### src/rtl/wftl_pkg.sv
// ----------------------------------------------------------------------------
// wftl_pkg
// Shared types and constants for the wildcard flow table lookup block.
// ----------------------------------------------------------------------------
package wftl_pkg;

  // Operation codes carried on the input channel
  localparam logic [1:0] OP_LOOKUP = 2'd0;
  localparam logic [1:0] OP_ADD    = 2'd1;
  localparam logic [1:0] OP_CLEAR  = 2'd2;

  // Ignore mask bit positions
  localparam int IGN_VM_BIT   = 0;
  localparam int IGN_OMAC_BIT = 1;
  localparam int IGN_VNI_BIT  = 2;
  localparam int IGN_IMAC_BIT = 3;

  // Fixed field widths
  localparam int OP_W      = 2;
  localparam int VM_W      = 7;
  localparam int MAC_W     = 48;
  localparam int VNI_W     = 24;
  localparam int IGN_W     = 4;
  localparam int IRQ_W     = 8;
  localparam int IDX_OUT_W = 6;

  // One stored flow entry
  typedef struct packed {
    logic [IGN_W-1:0] ignore_mask;
    logic [VM_W-1:0]  vm_id;
    logic [MAC_W-1:0] outer_mac;
    logic [VNI_W-1:0] vni;
    logic [MAC_W-1:0] inner_mac;
    logic             irq_valid;
    logic [IRQ_W-1:0] irq;
  } entry_t;

  // Packet fields compared during a lookup
  typedef struct packed {
    logic [VM_W-1:0]  vm_id;
    logic [MAC_W-1:0] outer_mac;
    logic [VNI_W-1:0] vni;
    logic [MAC_W-1:0] inner_mac;
  } key_t;

  // One result item
  typedef struct packed {
    logic                 ok;
    logic [IDX_OUT_W-1:0] entry_index;
    logic                 irq_valid;
    logic [IRQ_W-1:0]     irq_out;
  } result_t;

endpackage

### src/rtl/wftl_match.sv
// ----------------------------------------------------------------------------
// wftl_match
// Wildcard compare of one stored entry against the packet key.
// ----------------------------------------------------------------------------
module wftl_match (
  input  wftl_pkg::entry_t entry,
  input  wftl_pkg::key_t   key,
  output logic             hit
);

  logic vm_ok;
  logic omac_ok;
  logic vni_ok;
  logic imac_ok;

  // A field passes when ignored or equal
  assign vm_ok   = entry.ignore_mask[wftl_pkg::IGN_VM_BIT]   || (entry.vm_id == key.vm_id);
  assign omac_ok = entry.ignore_mask[wftl_pkg::IGN_OMAC_BIT] ||
                   (entry.outer_mac == key.outer_mac);
  assign vni_ok  = entry.ignore_mask[wftl_pkg::IGN_VNI_BIT]  || (entry.vni == key.vni);
  assign imac_ok = entry.ignore_mask[wftl_pkg::IGN_IMAC_BIT] ||
                   (entry.inner_mac == key.inner_mac);

  assign hit = vm_ok && omac_ok && vni_ok && imac_ok;

endmodule

### config.mk
export PLATFORM = sky130hd
export DESIGN_NAME = wftl_match
export DESIGN_NICKNAME = d
export VERILOG_FILES = /design/src/rtl/wftl_pkg.sv /design/src/rtl/wftl_match.sv
export SDC_FILE = /design/constraint.sdc
export NUM_CORES = 1
export LEC_CHECK = 0
export BUFFER_PORTS_ARGS = -buffer_cell sky130_fd_sc_hd__buf_2
export CORE_AREA = 2 2 103 105
export DETAILED_ROUTE_END_ITERATION = 8
export DIE_AREA = 0 0 105 107
export REMOVE_ABC_BUFFERS = 1
export SYNTH_ARGS = -nofsm -noshare
export SYNTH_HDL_FRONTEND = slang
export SYNTH_SLANG_ARGS = --single-unit
### constraint.sdc
create_clock -name vclk -period 1.6
set_clock_uncertainty 0.1 [all_clocks]
set_input_delay 0.16 -clock vclk [all_inputs]
set_output_delay 0.16 -clock vclk [all_outputs]
set_load 0.01 [all_outputs]
==> results of run 1 <==
==> report_power, final <==
part,internal [W],leakage (nW),switching [W]
logic,0.000492,1.51,0.000305
clock network,0,0,0
registers,0,0,0
==> how the worst min path moves through the flow <==
stage,slack [ns],cells after the start,endpoint
after detailed placement,0.65,4,hit
after global placement,0.65,4,hit
final,0.64,4,hit
after floorplan,0.44,2,hit
after global routing,0.69,4,hit
after CTS,0.65,4,hit
==> logic make-up after synthesis <==
group | count (synthesis) | synth area share (%)
AND/OR/NAND/NOR | 39 | 18.4
AO/OA/AOI/OAI | 4 | 1.97
XOR/XNOR | 127 | 79.7
==> synth_stat cells, drive strengths merged <==
| cell | count | share of area (%) |
|---|---|---|
| xnor2 | 115 | 72 |
| nand4 | 28 | 13 |
| xor2 | 12 | 7.5 |
| nor4 | 11 | 5.8 |
| a31oi | 3 | 1.3 |
| a41oi | 1 | 0.63 |
==> final cells by class <==
class / instances / area (um2) / share of cell area (%)
multi-input combinational: 170 / 1630 / 51.0
tap: 136 / 170 / 5.32
timing repair buffer: 263 / 1400 / 43.6
==> timing repair <==
action,4_1_cts,5_1_grt
gates resized for setup,29,13
endpoints found under the setup margin,1,1
pin swaps,16,15
endpoints found under the hold margin,0,0
==> metrics by stage <==
stage / instances / hold WS (ns)
floorplan: 170 / 0.439
global placement: 569 / 0.651
detailed placement: 569 / 0.653
CTS: 569 / 0.654
global route: 569 / 0.694
finish: 569 / 0.640
==> per-layer routing <==
layer	wire length (um)	vias to the layer above	global-route usage (%)
li1	-	1123	-
met1	2210	965	10.7
met2	3590	148	21.8
met3	651	8	1.58
met4	173	0	2.48
met5	0	-	0
==> metrics.txt, run 1 <==
Sequential Area 0 um2; first-pass GRT wire length 9830 um; Setup Viol. Count Final 1; failing checks negative setup slack; crit path from key[2]; most frequent cells in the layout buf_2, xnor2_1, nand4_1; row cnt 37; vias 2244; Max Transition Viols Final 0; die height 107 um; Avg Cell Area, Syn 8.21 um2; Setup crit start kind input pin; CP required 1.34 ns; post-CTS setup buffers 0; Placeable Area 10100 um2; Pleak 1.51 nW; fin crit share 109%; CP Buf/Inv Count 3; Max stage delay on crit path 0.29 ns; layout cells sized above 1 66.7%; drt first pass iters 4; crit path max fanout 1; # clk buffers 0; Starting Density 13.8%; Setup Crit Path Kind input pin to output pin; worst-path cell chain buf_2, xnor2_2, nand4_1, nor4_2, buf_4, a31oi_4, nor4_2, buf_2; Cell Area, Placed 2890 um2; post-layout util 31.7%; Layout area overhead 129%; Seq Cell Count 0; Power Total 0.000797 W; commonest non-fill, non-tap cell in the layout buf_2; Ys Warns 0; crit path time final 1.74 ns; Min-Delay Path Class input pin to output pin; worst-margin pin slew 0.255 ns; Pwr Density 249 nW/um2; RSZ-0062 raised after global routing true; Post-Syn Area 1400 um2; Synth cell types 7; Die Footprint 11200 um2; number of diodes 0; largest net degree at the start of global routing 2; Setup crit end kind output pin; Final Hold Vio Count 0; Final Cell Area 3200 um2; residual overflow from global routing 0; post-route ant nets 0; HP Start entry[137]; Max VDD drop 0.0793 mV; Post-Route WL 6620 um; initial antenna violation count 0; hold_buf cts 0; fillers 1079; IO Port Bufs 259; Worst path slowest cell nor4_2; Max Cap Viol 0; all-layer global routing usage 10.4%; Fin Setup TNS -0.140 ns; DIE WIDTH 105 um; Top delay family on crit path simple AND/OR/NAND/NOR gates; fmax 0.575 GHz; vias in the first global route 2320; dpl hpwl 5900 um; IO Pins 268; worst slack at placement -0.230 ns; RePlAce Congestion 0.803; drc violations 0; sequential area share after synthesis 0%; fin nets 702; WP depth 8; Post-Syn Instances 170; Rel. slew slack 82.9%; Worst Path Arrival 1.48 ns; post-route setup slack -0.140 ns; Iteration-0 DRC Markers 62; status finished, violations left; WL/cell 11.6 um; crit path capture hit; via density per instance 3.94
(Power assumes the default switching activity.)
==> run 2, diff against run 1 <==
- CORE_AREA: 2 2 103 105 -> 8 8 98 100
- DIE_AREA: 0 0 105 107 -> 0 0 106 108
==> run 2 against run 1 <==
  * The run still ends with negative setup slack left
  * Die area grew 1.9%
  * First-iteration DRC count shrank 40%
  * Critical path depth is the same
  * Global-route usage grew 2.4 points
  * Non-clock buffer count shrank 1
  * Power shrank 4.5%
  * Count of clock-buffer cells in the layout is the same
  * Sequential share of layout area is the same
  * Combinational power shrank 4.5%
  * Flip-flop and latch count is the same
  * Cell count shrank 5.6%
==> metrics.txt, run 2 (synthesized netlist as in run 1, its figures left out) <==
residual overflow from global routing 0 (unchanged); hold_buf cts 0 (unchanged); post-route setup slack -0.129 ns (was -0.140 ns); IO Port Bufs 259 (unchanged); die height 108 um (was 107 um); fin crit share 108% (was 109%); Worst Path Arrival 1.47 ns (was 1.48 ns); Setup crit end kind output pin (unchanged); Rel. slew slack 78.1% (was 82.9%); largest net degree at the start of global routing 2 (unchanged); failing checks negative setup slack (unchanged); Power Total 0.000761 W (was 0.000797 W); CP Buf/Inv Count 3 (unchanged); all-layer global routing usage 12.8% (was 10.4%); vias in the first global route 2587 (was 2320); crit path from key[92] (was key[2]); WL/cell 15.1 um (was 11.6 um); Sequential Area 0 um2 (unchanged); status finished, violations left (unchanged); worst-margin pin slew 0.325 ns (was 0.255 ns); crit path time final 1.73 ns (was 1.74 ns); Pwr Density 249 nW/um2 (about the same); initial antenna violation count 0 (unchanged); Pleak 1.45 nW (was 1.51 nW); fmax 0.578 GHz (was 0.575 GHz); layout cells sized above 1 66.4% (was 66.7%); dpl hpwl 7690 um (was 5900 um); Die Footprint 11400 um2 (was 11200 um2); fin nets 701 (was 702); Multi-input gate area 1580 um2 (was 1630 um2); Placeable Area 8050 um2 (was 10100 um2); Seq Cell Count 0 (unchanged); commonest non-fill, non-tap cell in the layout buf_2 (unchanged); Worst path slowest cell nor4_2 (unchanged); post-route ant nets 0 (unchanged); drc violations 0 (unchanged); Min-Delay Path Class input pin to output pin (unchanged); Max Cap Viol 0 (unchanged); Post-Route WL 8110 um (was 6620 um); Max stage delay on crit path 0.29 ns (about the same); drt first pass iters 4 (unchanged); worst-path cell chain buf_2, xnor2_2, nand4_1, nor4_2, buf_4, a31oi_4, nor4_2, buf_2 (unchanged); Fin Setup TNS -0.129 ns (was -0.140 ns); Max VDD drop 0.145 mV (was 0.0793 mV); crit path max fanout 1 (unchanged); fillers 850 (was 1079); Final Hold Vio Count 0 (unchanged); Setup Crit Path Kind input pin to output pin (unchanged); DIE WIDTH 106 um (was 105 um); Layout area overhead 119% (was 129%); Setup crit start kind input pin (unchanged); CP required 1.34 ns (about the same); RePlAce Congestion 0.856 (was 0.803); row cnt 33 (was 37); first-pass GRT wire length 12200 um (was 9830 um); Setup Viol. Count Final 1 (unchanged); Top delay family on crit path simple AND/OR/NAND/NOR gates (unchanged); RSZ-0062 raised after global routing true (unchanged); HP Start entry[139] (was entry[137]); number of diodes 0 (unchanged); # clk buffers 0 (unchanged); vias 2211 (was 2244); Starting Density 17.3% (was 13.8%); via density per instance 4.12 (was 3.94); Max Transition Viols Final 0 (unchanged); most frequent cells in the layout buf_2, xnor2_1, nand4_1 (unchanged); Iteration-0 DRC Markers 37 (was 62); IO Pins 268 (unchanged)
==> run 2: power by group <==
group | switching (W) | total, W | internal, W
clock network | 0 | 0 | 0
logic | 0.000287 | 0.000761 | 0.000474
registers | 0 | 0 | 0
total | 0.000287 | 0.000761 | 0.000474
==> run 2: what timing repair did <==
| action | CTS | global route |
|---|---|---|
| setup buffers | 0 | 0 |
| pin swaps | 3 | 12 |
| gates resized for setup | 9 | 21 |
| endpoints found under the setup margin | 1 | 1 |
==> run 2: per-layer routing <==
metal  GRT usage [%]  wire length [um]  vias up
met5               0                 0        -
met4           0.201                 0        0
met3            5.23               925        0
met2            26.0              4380      147
met1            12.5              2800      943
li1                -                 -     1121
==> run 2: worst paths after layout <==
| path | endpoint | slack [ns] | cells after the start |
|---|---|---|---|
| min | hit | 0.62 | 4 |
| max | hit | -0.13 | 8 |
==> run 2: worst min-delay path, stage by stage <==
cell and delay, ns:
buf_2 0.08, a31oi_2 0.04, nor4_2 0.11, buf_2 0.17
==> run 2: final cells by class <==
cell class | instances | area share, %
timing repair buffer | 262 | 44.2
multi-input combinational | 170 | 51.5
tap | 105 | 4.30
==> run 2: metrics by stage <==
step                      util (%)  worst slack (ns)  cell area, um2  instances  hold slack, ns
after floorplan                  -             0.226            1400        170           0.439
after global placement        35.4            -0.230            2850        537           0.659
after detailed placement      35.4            -0.199            2850        537           0.651
after CTS                     36.1            -0.145            2910        537           0.652
after global routing          38.0            -0.272            3060        537           0.666
final                         38.0            -0.129            3060        537           0.624
